--- src/sv/aemd_pkg.sv ---
// shared types and constants for the audio envelope motor drive
// no dependencies; imported by every module of the block except aemd_ram
package aemd_pkg;

	// configuration register widths
	localparam int WL_BITS    = 11;
	localparam int THR_BITS   = 15;
	localparam int FLIP_BITS  = 24;
	localparam int QUIET_BITS = 16;
	localparam int DUTY_BITS  = 8;
	localparam int CFG_DW     = 24;
	localparam int CFG_IW     = 3;

	// (threshold + 1) and its square
	localparam int THP_BITS = THR_BITS + 1;
	localparam int TSQ_BITS = 2 * THR_BITS + 1;

	// result queue
	localparam int QDEPTH = 8;
	localparam int QAW    = $clog2(QDEPTH);

	localparam logic [QUIET_BITS-1:0] QUIET_MAX = '1;
	localparam logic [FLIP_BITS-1:0]  SINCE_MAX = '1;

	// direction pin pairs, bit 0 is pin a, bit 1 is pin b
	localparam logic [1:0] PINS_FWD   = 2'b01;
	localparam logic [1:0] PINS_REV   = 2'b10;
	localparam logic [1:0] PINS_MOUTH = 2'b10;

	typedef enum logic [CFG_IW-1:0] {
		REG_WINDOW_LEN      = 3'd0,
		REG_BODY_THRESHOLD  = 3'd1,
		REG_MOUTH_THRESHOLD = 3'd2,
		REG_FLIP_INTERVAL   = 3'd3,
		REG_LOW_RUN_LIMIT   = 3'd4,
		REG_BODY_PWM        = 3'd5,
		REG_MOUTH_PWM       = 3'd6
	} reg_idx_t;

	typedef struct packed {
		logic clr;
		logic wr;
		logic old_vld;
		logic upd;
	} lane_ctl_t;

	typedef struct packed {
		logic                 body_dir_a;
		logic                 body_dir_b;
		logic [DUTY_BITS-1:0] body_speed;
		logic                 mouth_dir_a;
		logic                 mouth_dir_b;
		logic [DUTY_BITS-1:0] mouth_speed;
	} result_t;

endpackage

--- src/sv/aemd_outq.sv ---
// small result queue between the merge stage and the output channel
// depends on aemd_pkg; never overflows because the top level holds back credit
module aemd_outq
	import aemd_pkg::*;
(
	input  logic    clk,
	input  logic    arst_n,
	input  logic    push,
	input  result_t wdata,
	input  logic    pop,
	output logic    rvalid,
	output result_t rdata
);

	result_t        entry_q [QDEPTH];
	logic [QAW-1:0] wr_ptr_q;
	logic [QAW-1:0] rd_ptr_q;
	logic [QAW:0]   count_q;

	always_ff @(posedge clk) begin
		if (push) begin
			entry_q[wr_ptr_q] <= wdata;
		end
	end

	always_ff @(posedge clk or negedge arst_n) begin
		if (!arst_n) begin
			wr_ptr_q <= '0;
			rd_ptr_q <= '0;
			count_q  <= '0;
		end else begin
			if (push) begin
				wr_ptr_q <= wr_ptr_q + QAW'(1);
			end
			if (pop) begin
				rd_ptr_q <= rd_ptr_q + QAW'(1);
			end
			if (push && !pop) begin
				count_q <= count_q + (QAW+1)'(1);
			end else if (pop && !push) begin
				count_q <= count_q - (QAW+1)'(1);
			end
		end
	end

	assign rvalid = (count_q != '0);
	assign rdata  = entry_q[rd_ptr_q];

endmodule

--- config.mk ---
export PLATFORM = sky130hd
export DESIGN_NAME = aemd_outq
export DESIGN_NICKNAME = d
export VERILOG_FILES = /design/src/sv/aemd_pkg.sv /design/src/sv/aemd_outq.sv
export SDC_FILE = /design/constraint.sdc
export NUM_CORES = 1
export LEC_CHECK = 0
export BUFFER_PORTS_ARGS = -buffer_cell sky130_fd_sc_hd__buf_2
export CORE_MARGIN = 1.5
export CORE_UTILIZATION = 50
export CTS_CLUSTER_DIAMETER = 40
export CTS_CLUSTER_SIZE = 16
export DETAILED_ROUTE_END_ITERATION = 8
export PLACE_DENSITY = 0.65
export SLEW_MARGIN = 20
export SYNTH_ARGS = -nofsm -noshare
export SYNTH_HDL_FRONTEND = slang
export SYNTH_SLANG_ARGS = --single-unit
--- constraint.sdc ---
create_clock -name clk -period 3.61 [get_ports clk]
set_clock_uncertainty 0.2 [all_clocks]
set_input_delay 0.361 -clock clk [delete_from_list [all_inputs] [get_ports clk]]
set_output_delay 0.361 -clock clk [all_outputs]
set_load 0.01 [all_outputs]
==> results.json <==
{
  "fmax_mhz": 330,
  "synthesis.area_sq_mm": 0.00676,
  "drv_slew": 0,
  "netlist_instances": 291,
  "routed_wl_um": 11600,
  "p_leak_nw": 2.72,
  "ios": 45,
  "start_util_pct": 51.1,
  "arrival_ns": 2.47,
  "ys_warn_count": 0,
  "fillers": 977,
  "place_inst": 509,
  "finalNonFillerCells": 546,
  "dp_hpwl_um": 6480,
  "post_drt_via_cell_ratio": 5.58,
  "cts-buffers-inserted": 17,
  "ys_seq_area_share_pct": 74.7,
  "fp.dieH_um": 119,
  "drt_iter0_drc": 242,
  "grt_max_degree": 43,
  "start_kind": "flip-flop",
  "r2r_start": "wr_ptr_q[1]$_DFFE_PN0P_",
  "routedWlPerCell_um": 21.2,
  "synth_top_area_cell": "edfxtp_1",
  "clkTransAtPathRegs_ns": 0.06,
  "antenna_found_initial": 0,
  "crit_fanout": 22,
  "period_share_pct": 83.9,
  "ant_nets": 0,
  "ff_latch_area_sq_mm": 0.00506,
  "endpoint_kind": "output port",
  "rows": 42,
  "synth_area_per_cell_sq_um": 23.2,
  "relSlewSlack_pct": 52.0,
  "num_vias": 3046,
  "cts_tree": "built",
  "grt_usage_pct": 17.8,
  "drive_gt1_share_pct": 29.5,
  "final_cell_mix": "edfxtp_1, buf_2, mux4_1, mux2_2, clkbuf_16",
  "yosysTopAreaCellShare_pct": 71.0,
  "final_util_pct": 59.1,
  "ctsLongestPathBuffers": 2,
  "cts_max_level": 4,
  "diodes": 0,
  "synth_seq_cells": 170,
  "gr-total-overflow": 0,
  "pre_cts_slack_ns": 0.994,
  "status": "finished clean",
  "startpoint": "rd_ptr_q[0]$_DFFE_PN0P_",
  "hold_path.class": "input port to flip-flop",
  "grt_pass1_vias": 3134,
  "stdcell_area_sq_mm": 0.00783,
  "drt_first_pass_iters": 4,
  "powerDensity_mw_per_mm2": 759,
  "fp.dieW_um": 119,
  "fin_tns_setup_ns": 0,
  "setup_violations": 0,
  "core_sq_mm": 0.0132,
  "syn_to_final_growth_pct": 15.7,
  "place.gp.congestion": 0.677,
  "rsz0062_at_grt": "no",
  "synth_area_leaders": "edfxtp_1, mux4_1, mux2_2",
  "cts_root_buf": "clkbuf_16",
  "crit_required_ns": 3.05,
  "holdCritStartpoint": "wdata[6]",
  "hold_slack_ns": 0.00832,
  "clk_latency_ns": 0.42,
  "numClockSinks": 170,
  "finalPower_mw": 5.94,
  "peakVddDrop_v": 0.000516,
  "place_area_sq_mm": 0.00723,
  "multi_input_area_sq_mm": 0.00164,
  "portBuffers": 44,
  "die_area_sq_mm": 0.0142,
  "drc": 0,
  "synth_cell_types": 27,
  "grt_pass1_wl_um": 18000,
  "final_common_cell": "edfxtp_1",
  "syn-num-nets": 321,
  "fin_crit_ns": 3.03,
  "layout_setup_ws_ns": 0.582,
  "finalHoldViolations": 0,
  "critical_path_class": "flip-flop to output port",
  "final_nets": 392,
  "maxCapViolCount": 0,
  "worstMarginPinSlew_ns": 0.716
}
[final timing paths]
check	end	slack [ns]	cells past startpoint
setup / recovery	rdata[17]	0.58	4
hold / removal	entry_q[2][6]$_DFFE_PP_	0.008	1
setup reg to reg	entry_q[0][7]$_DFFE_PP_	1.47	3
hold reg to reg	count_q[2]$_DFFE_PN0P_	0.32	2
max in group asynchronous	rd_ptr_q[0]$_DFFE_PN0P_	2.88	2
min in group asynchronous	count_q[1]$_DFFE_PN0P_	0.12	2
[registers in the layout, indices dropped and copies added, names as in the netlist]
signal    count
entry_q     160
count_q       4
rd_ptr_q      3
wr_ptr_q      3
[logic make-up after synthesis]
logic type                 share of synthesized area (%)
AOI/OAI and AO/OA                                  0.610
and+or+nand+nor                                     1.74
xor gates and xnor gates                           0.777
buffers and inverters                               1.44
DFF                                                 74.7
muxes                                               19.5
adders and majority gates                           1.22
[cells in the mapped netlist]
| library cell | instances |
|---|---|
| a2111o_1 | 1 |
| a21oi_1 | 2 |
| buf_1 | 2 |
| buf_2 | 3 |
| buf_6 | 5 |
| clkbuf_1 | 3 |
| dfrtp_1 | 10 |
| edfxtp_1 | 160 |
| fa_1 | 1 |
| ha_1 | 5 |
| inv_1 | 2 |
| mux2_2 | 23 |
| mux2i_1 | 1 |
| mux4_1 | 39 |
| mux4_2 | 1 |
| nand2_1 | 6 |
| nand2b_1 | 3 |
| nand3_1 | 2 |
| nand3b_1 | 1 |
| nor2_1 | 6 |
| nor3_1 | 3 |
| o211ai_1 | 2 |
| o21ai_0 | 1 |
| or3_1 | 1 |
| or4_1 | 2 |
| xnor2_1 | 4 |
| xor2_1 | 2 |
[layout make-up]
| cell class | count | area share (%) |
|---|---|---|
| Sequential cell | 170 | 64.6 |
| Inverter | 2 | 0.0959 |
| Clock inverter | 7 | 0.719 |
| Tap cell | 176 | 2.81 |
| Timing Repair Buffer | 65 | 5.31 |
| Multi-Input combinational cell | 106 | 20.9 |
| Clock buffer | 20 | 5.58 |
[per-layer routing]
metal / track usage (%) / vias to the layer above / share of wire [%]
met5: 0 / - / 0
met3: 5.60 / 16 / 3.5
met1: 23.6 / 1588 / 45
li1: - / 1387 / -
met2: 28.1 / 55 / 50
met4: 6.25 / 0 / 1.5
[repair_timing]
item	4_1_cts	5_1_grt
buffers inserted	0	0
hold buffers	10	0
endpoints found under the hold margin	63	0
gates resized for setup	0	0
[critical path, stage by stage (launching register included)]
cell	delay, ns
dfrtp_2	0.76
buf_12	0.28
mux4_1	0.58
mux2_2	0.28
buf_2	0.14
[power breakdown]
group	internal, mW	switching [mW]
clock network	0.915	0.647
logic	0.885	0.837
registers	2.49	0.160
total	4.30	1.64
(Power assumes the default switching activity.)
