### config.mk
export PLATFORM = sky130hd
export DESIGN_NAME = aemd_merge
export DESIGN_NICKNAME = d
export VERILOG_FILES = /design/src/sv/aemd_pkg.sv /design/src/sv/aemd_merge.sv
export SDC_FILE = /design/constraint.sdc
export NUM_CORES = 1
export LEC_CHECK = 0
export BUFFER_PORTS_ARGS = -buffer_cell sky130_fd_sc_hd__buf_4
export CORE_MARGIN = 3
export CORE_UTILIZATION = 55
export CTS_CLUSTER_DIAMETER = 60
export CTS_CLUSTER_SIZE = 30
export DETAILED_ROUTE_END_ITERATION = 10
export GPL_TIMING_DRIVEN = 1
export MAX_ROUTING_LAYER = met4
export PLACE_DENSITY = 0.85
export SYNTH_ARGS = -nofsm -noshare
export SYNTH_HDL_FRONTEND = slang
export SYNTH_SLANG_ARGS = --single-unit
### constraint.sdc
create_clock -name clk -period 9.9 [get_ports clk]
set_clock_uncertainty 0.05 [all_clocks]
set_input_delay 1.98 -clock clk [delete_from_list [all_inputs] [get_ports clk]]
set_output_delay 1.98 -clock clk [all_outputs]
set_load 0.01 [all_outputs]
### src/sv/aemd_pkg.sv
// shared types and constants for the audio envelope motor drive
// no dependencies; imported by every module of the block except aemd_ram
package aemd_pkg;

	// configuration register widths
	localparam int WL_BITS    = 11;
	localparam int THR_BITS   = 15;
	localparam int FLIP_BITS  = 24;
	localparam int QUIET_BITS = 16;
	localparam int DUTY_BITS  = 8;
	localparam int CFG_DW     = 24;
	localparam int CFG_IW     = 3;

	// (threshold + 1) and its square
	localparam int THP_BITS = THR_BITS + 1;
	localparam int TSQ_BITS = 2 * THR_BITS + 1;

	// result queue
	localparam int QDEPTH = 8;
	localparam int QAW    = $clog2(QDEPTH);

	localparam logic [QUIET_BITS-1:0] QUIET_MAX = '1;
	localparam logic [FLIP_BITS-1:0]  SINCE_MAX = '1;

	// direction pin pairs, bit 0 is pin a, bit 1 is pin b
	localparam logic [1:0] PINS_FWD   = 2'b01;
	localparam logic [1:0] PINS_REV   = 2'b10;
	localparam logic [1:0] PINS_MOUTH = 2'b10;

	typedef enum logic [CFG_IW-1:0] {
		REG_WINDOW_LEN      = 3'd0,
		REG_BODY_THRESHOLD  = 3'd1,
		REG_MOUTH_THRESHOLD = 3'd2,
		REG_FLIP_INTERVAL   = 3'd3,
		REG_LOW_RUN_LIMIT   = 3'd4,
		REG_BODY_PWM        = 3'd5,
		REG_MOUTH_PWM       = 3'd6
	} reg_idx_t;

	typedef struct packed {
		logic clr;
		logic wr;
		logic old_vld;
		logic upd;
	} lane_ctl_t;

	typedef struct packed {
		logic                 body_dir_a;
		logic                 body_dir_b;
		logic [DUTY_BITS-1:0] body_speed;
		logic                 mouth_dir_a;
		logic                 mouth_dir_b;
		logic [DUTY_BITS-1:0] mouth_speed;
	} result_t;

endpackage

### src/sv/aemd_merge.sv
// merge stage: combines both lane decisions into pin levels and duties
// holds flip bit, quiet run and since-flip counters; depends on aemd_pkg
module aemd_merge
	import aemd_pkg::*;
(
	input  logic                  clk,
	input  logic                  arst_n,
	input  logic                  vld,
	input  logic                  body_on,
	input  logic                  mouth_on,
	input  logic [FLIP_BITS-1:0]  flip_interval,
	input  logic [QUIET_BITS-1:0] low_run_limit,
	input  logic [DUTY_BITS-1:0]  body_pwm,
	input  logic [DUTY_BITS-1:0]  mouth_pwm,
	output logic                  push,
	output result_t               res
);

	logic                  flip_q;
	logic [QUIET_BITS-1:0] quiet_q;
	logic [FLIP_BITS-1:0]  since_q;
	logic [3:0]            pins_q;

	logic                  flip_d;
	logic [QUIET_BITS-1:0] quiet_d;
	logic [QUIET_BITS-1:0] quiet_inc;
	logic [FLIP_BITS-1:0]  since_d;
	logic [FLIP_BITS-1:0]  since_inc;
	logic [3:0]            pins_d;
	logic [DUTY_BITS-1:0]  body_spd;
	logic [DUTY_BITS-1:0]  mouth_spd;

	always_comb begin
		since_inc = (since_q == SINCE_MAX) ? since_q : since_q + FLIP_BITS'(1);
		quiet_inc = (quiet_q == QUIET_MAX) ? quiet_q : quiet_q + QUIET_BITS'(1);
		flip_d    = flip_q;
		quiet_d   = quiet_q;
		since_d   = since_inc;
		pins_d    = pins_q;
		body_spd  = '0;
		mouth_spd = '0;
		if (body_on) begin
			pins_d[1:0] = flip_q ? PINS_REV : PINS_FWD;
			body_spd    = body_pwm;
			quiet_d     = '0;
		end else begin
			quiet_d = quiet_inc;
			// long quiet run, once the flip interval has also passed: reverse the body for the next active stretch
			if (quiet_inc > low_run_limit && since_inc >= flip_interval) begin
				flip_d  = ~flip_q;
				since_d = '0;
			end
		end
		if (mouth_on) begin
			pins_d[3:2] = PINS_MOUTH;
			mouth_spd   = mouth_pwm;
		end
	end

	always_ff @(posedge clk or negedge arst_n) begin
		if (!arst_n) begin
			flip_q  <= 1'b0;
			quiet_q <= '0;
			since_q <= '0;
			pins_q  <= '0;
		end else if (vld) begin
			flip_q  <= flip_d;
			quiet_q <= quiet_d;
			since_q <= since_d;
			pins_q  <= pins_d;
		end
	end

	assign push            = vld;
	assign res.body_dir_a  = pins_d[0];
	assign res.body_dir_b  = pins_d[1];
	assign res.body_speed  = body_spd;
	assign res.mouth_dir_a = pins_d[2];
	assign res.mouth_dir_b = pins_d[3];
	assign res.mouth_speed = mouth_spd;

endmodule

==> impl_results.html <==
<table>
<tr><th>Metric</th><th>Value</th></tr>
<tr><th colspan="2">Die</th></tr>
<tr><td>Vertical die dimension</td><td>92.4 um</td></tr>
<tr><td>Number of placement rows</td><td>30</td></tr>
<tr><td>X dimension of the die</td><td>92.4 um</td></tr>
<tr><td>Die outline area</td><td>approximately 0.0085 mm^2</td></tr>
<tr><td>Starting Density</td><td>approximately three fifths</td></tr>
<tr><td>Area of the core</td><td>about 0.007 mm^2</td></tr>
<tr><td>I/O pin total</td><td>82</td></tr>
<tr><th colspan="2">Synthesis</th></tr>
<tr><td>Top cells by instance count after synthesis</td><td>nor2_1, inv_1, dfrtp_1</td></tr>
<tr><td>Synth Register Bits</td><td>45</td></tr>
<tr><td>Proportion of synthesized chip area in sequential cells</td><td>between 20% and 30%</td></tr>
<tr><td>Number of distinct library cells after synthesis</td><td>a little over 60</td></tr>
<tr><td>Cell types with the largest area share after synthesis</td><td>dfrtp_1, ha_1, nor2_1</td></tr>
<tr><td>Cell with the most instances after synthesis</td><td>nor2_1</td></tr>
<tr><td>Number of enable-type register cells in the synthesized netlist</td><td>0</td></tr>
<tr><td>Synthesized area</td><td>roughly 0.0041 mm^2</td></tr>
<tr><td>Number of warnings issued by yosys</td><td>0</td></tr>
<tr><td>Dominant synthesized flop cell</td><td>dfrtp_1</td></tr>
<tr><td>Gate count after technology mapping</td><td>about 500</td></tr>
<tr><td>Fraction of registers with async set or reset after synthesis</td><td>100%</td></tr>
<tr><td>Post-synth top area share</td><td>27.4%</td></tr>
<tr><td>Synthesized Nets</td><td>602</td></tr>
<tr><td>Average cell area after synthesis</td><td>around 8 um^2</td></tr>
<tr><td>Largest area contributor in the netlist</td><td>dfrtp_1</td></tr>
<tr><th colspan="2">Finish</th></tr>
<tr><td>Final nets</td><td>668</td></tr>
<tr><td>Final non-filler cell area</td><td>0.00477 mm^2</td></tr>
<tr><td>Non-filler cells, final</td><td>662</td></tr>
<tr><td>Ant diodes</td><td>0</td></tr>
<tr><td>Layout cells sized above 1</td><td>19.3%</td></tr>
<tr><td>Relative area change from synthesis to final layout</td><td>16.1%</td></tr>
<tr><td>Core occupancy in the finished layout</td><td>between 60 and 70%</td></tr>
<tr><th colspan="2">Clock tree</th></tr>
<tr><td>Number of buffers added by the clock tree synthesis step</td><td>5</td></tr>
<tr><td>Reg clk slew, reported paths</td><td>approximately 0.09 ns</td></tr>
<tr><td>Clock insertion delay at the later pin of the skew report</td><td>about 0.3 ns</td></tr>
<tr><td>TritonCTS clock tree</td><td>yes</td></tr>
<tr><td>Post-CTS Setup Bufs</td><td>0</td></tr>
<tr><td>Max H-tree Level</td><td>2</td></tr>
<tr><td>Total clock sinks</td><td>45</td></tr>
<tr><td>Clock Tree Root</td><td>clkbuf_8</td></tr>
<tr><td>CTS Hold Buffers Added</td><td>0</td></tr>
<tr><td>Number of buffers on the longest clock path</td><td>2</td></tr>
<tr><td>Post-cts sizing count</td><td>0</td></tr>
<tr><th colspan="2">Power</th></tr>
<tr><td>Power density cells</td><td>108 mW/mm^2</td></tr>
<tr><td>Static Leakage</td><td>2.41 nW</td></tr>
<tr><td>Peak supply drop</td><td>approximately 0.000060 V</td></tr>
<tr><th colspan="2">Place</th></tr>
<tr><td>Count of placed standard cells including taps</td><td>around 650</td></tr>
<tr><td>Cell area after placement</td><td>around 0.0047 mm^2</td></tr>
<tr><td>GPL Wtd Cong</td><td>0.833</td></tr>
<tr><td>Post-DP HPWL</td><td>between 7 and 8 mm</td></tr>
<tr><td>Port Buffers</td><td>about 80</td></tr>
<tr><th colspan="2">STA</th></tr>
<tr><td>Final slew viol count</td><td>0</td></tr>
<tr><td>Hold Violations, Final</td><td>0</td></tr>
<tr><td>Total Negative Setup Slacks</td><td>0 ns</td></tr>
<tr><td>Worst slew margin relative to its limit</td><td>a little under half</td></tr>
<tr><td>Period Utilization, post-route</td><td>48.1%</td></tr>
<tr><td>Slew @ Worst Pin</td><td>~0.8 ns</td></tr>
<tr><td>Total setup violations reported at the end of the flow</td><td>0</td></tr>
<tr><td>Upper clock frequency limit</td><td>210 MHz</td></tr>
<tr><td>Unrepaired setup endpoints after global routing</td><td>no</td></tr>
<tr><td>Final worst path period need</td><td>~4.8 ns</td></tr>
<tr><th colspan="2">Detailed routing</th></tr>
<tr><td>Routed wire length</td><td>around 9 mm</td></tr>
<tr><td>Ratio of routed vias to standard cells</td><td>5.36</td></tr>
<tr><td>Detailed router's first-iteration violation count</td><td>approximately 150</td></tr>
<tr><td>Post-route DRC</td><td>0</td></tr>
<tr><td>WL per Instance</td><td>between 10 and 15 um</td></tr>
<tr><td>Number of detailed-routing iterations run before antenna repair</td><td>4</td></tr>
<tr><td>Vias</td><td>3,548</td></tr>
<tr><td>Final antenna-violating net count</td><td>0</td></tr>
<tr><th colspan="2">Run</th></tr>
<tr><td>Number of max-capacitance violations reported</td><td>0</td></tr>
<tr><th colspan="2">Worst setup path</th></tr>
<tr><td>Endpoint class of the critical path</td><td>output port</td></tr>
<tr><td>CP Data Required Time</td><td>between 7 and 8 ns</td></tr>
<tr><td>Launching element type of the critical path</td><td>primary input</td></tr>
<tr><td>Flop2flop setup slack</td><td>5.48 ns</td></tr>
<tr><td>WP data arrival</td><td>2.73 ns</td></tr>
<tr><td>Maximum fanout along the worst path</td><td>23</td></tr>
<tr><td>Start-to-end type of the worst setup path</td><td>primary input to output port</td></tr>
<tr><th colspan="2">Status</th></tr>
<tr><td>Status</td><td>complete, no violations</td></tr>
<tr><th colspan="2">Global route</th></tr>
<tr><td>Maximum number of pins on one net before global-route repair</td><td>46</td></tr>
<tr><td>Global-route usage over all layers</td><td>22.3%</td></tr>
<tr><td>Number of global-route vias before repair</td><td>between 3,000 and 4,000</td></tr>
<tr><td>Wire length of the first global-routing pass</td><td>between 15 and 20 mm</td></tr>
<tr><td>Total overflow reported by the global router</td><td>0</td></tr>
<tr><td>Antenna violations before repair</td><td>0</td></tr>
<tr><th colspan="2">Min path</th></tr>
<tr><td>Hold crit path type</td><td>register to register</td></tr>
</table>
[final cells by class]
class / count / area, um^2
Tap cell: 96 / 120
Fill cell: 584 / 2250
Timing Repair Buffer: 82 / 616
Sequential cell: 45 / 1130
Multi-Input combinational cell: 384 / 2650
Clock inverter: 2 / 15.0
Clock buffer: 6 / 72.6
Inverter: 47 / 176
[cell usage in the layout, fill, tap and decap left out, types with 21 or more instances in the layout]
cell and instances:
a21oi_1 24, dfrtp_1 45, nand3_1 21, inv_1 47
xor2_1 24, xnor2_1 31, ha_1 42, nand2_1 40
nor2_1 74, buf_4 82
[critical path, cell delays in order]
cell	delay (ns)
buf_4	0.23
mux2_2	0.38
buf_4	0.14
[final timing paths]
kind,startpoint,end,cells past startpoint
min in group asynchronous,arst_n,since_q[21]$_DFFE_PN0P_,1
max in group asynchronous,arst_n,since_q[17]$_DFFE_PN0P_,1
setup reg to reg,since_q[0]$_DFFE_PN0P_,since_q[8]$_DFFE_PN0P_,14
setup / recovery,body_on,res[18],3
hold / removal,pins_q[3]$_DFFE_PN0P_,pins_q[3]$_DFFE_PN0P_,1
hold reg to reg,pins_q[3]$_DFFE_PN0P_,pins_q[3]$_DFFE_PN0P_,1
[power by group]
part | leakage (nW) | total (W) | switching (W) | internal, W
Sequential | 0.596 | 0.000234 | 0.0000318 | 0.000202
Combinational | 1.78 | 0.000166 | 0.0000803 | 0.0000859
Clock | 0.0374 | 0.000117 | 0.0000671 | 0.0000499
Total | 2.41 | 0.000517 | 0.000179 | 0.000338
[sequential cells by signal, summed over array words and instances, names as in the netlist]
name and cells:
quiet_q 16, pins_q 4, since_q 24, flip_q 1
[layer usage]
layer,GRT usage [%],part of all wire [%],vias to the layer above
li1,-,-,1819
met1,26.2,43,1624
met2,38.8,50,92
met3,3.90,5.2,13
met4,6.68,1.3,0
met5,-,0,-
[stage by stage]
step           hold WS (ns)  worst slack, ns  power, W
2_1_floorplan         0.370             5.51  0.000357
3_3_place_gp          0.387             5.15  0.000394
3_5_place_dp          0.390             5.14  0.000404
4_1_cts               0.411             5.14  0.000522
5_1_grt               0.426             5.08  0.000558
6_report              0.417             5.14  0.000517
[cells by family (layout without fill, tap and decap cells)]
kind of cell	after synthesis	in the layout	synth area share [%]
AO/OA/AOI/OAI	72	72	12.0
flip-flops	45	45	27.4
AND/OR/NAND/NOR	202	202	24.5
XOR/XNOR	55	55	11.7
multiplexers	13	13	3.38
adder cells (fa/ha/maj)	42	42	12.8
buffers and inverters	70	137	8.25
Note: power is estimated with default switching activity, not from simulation.
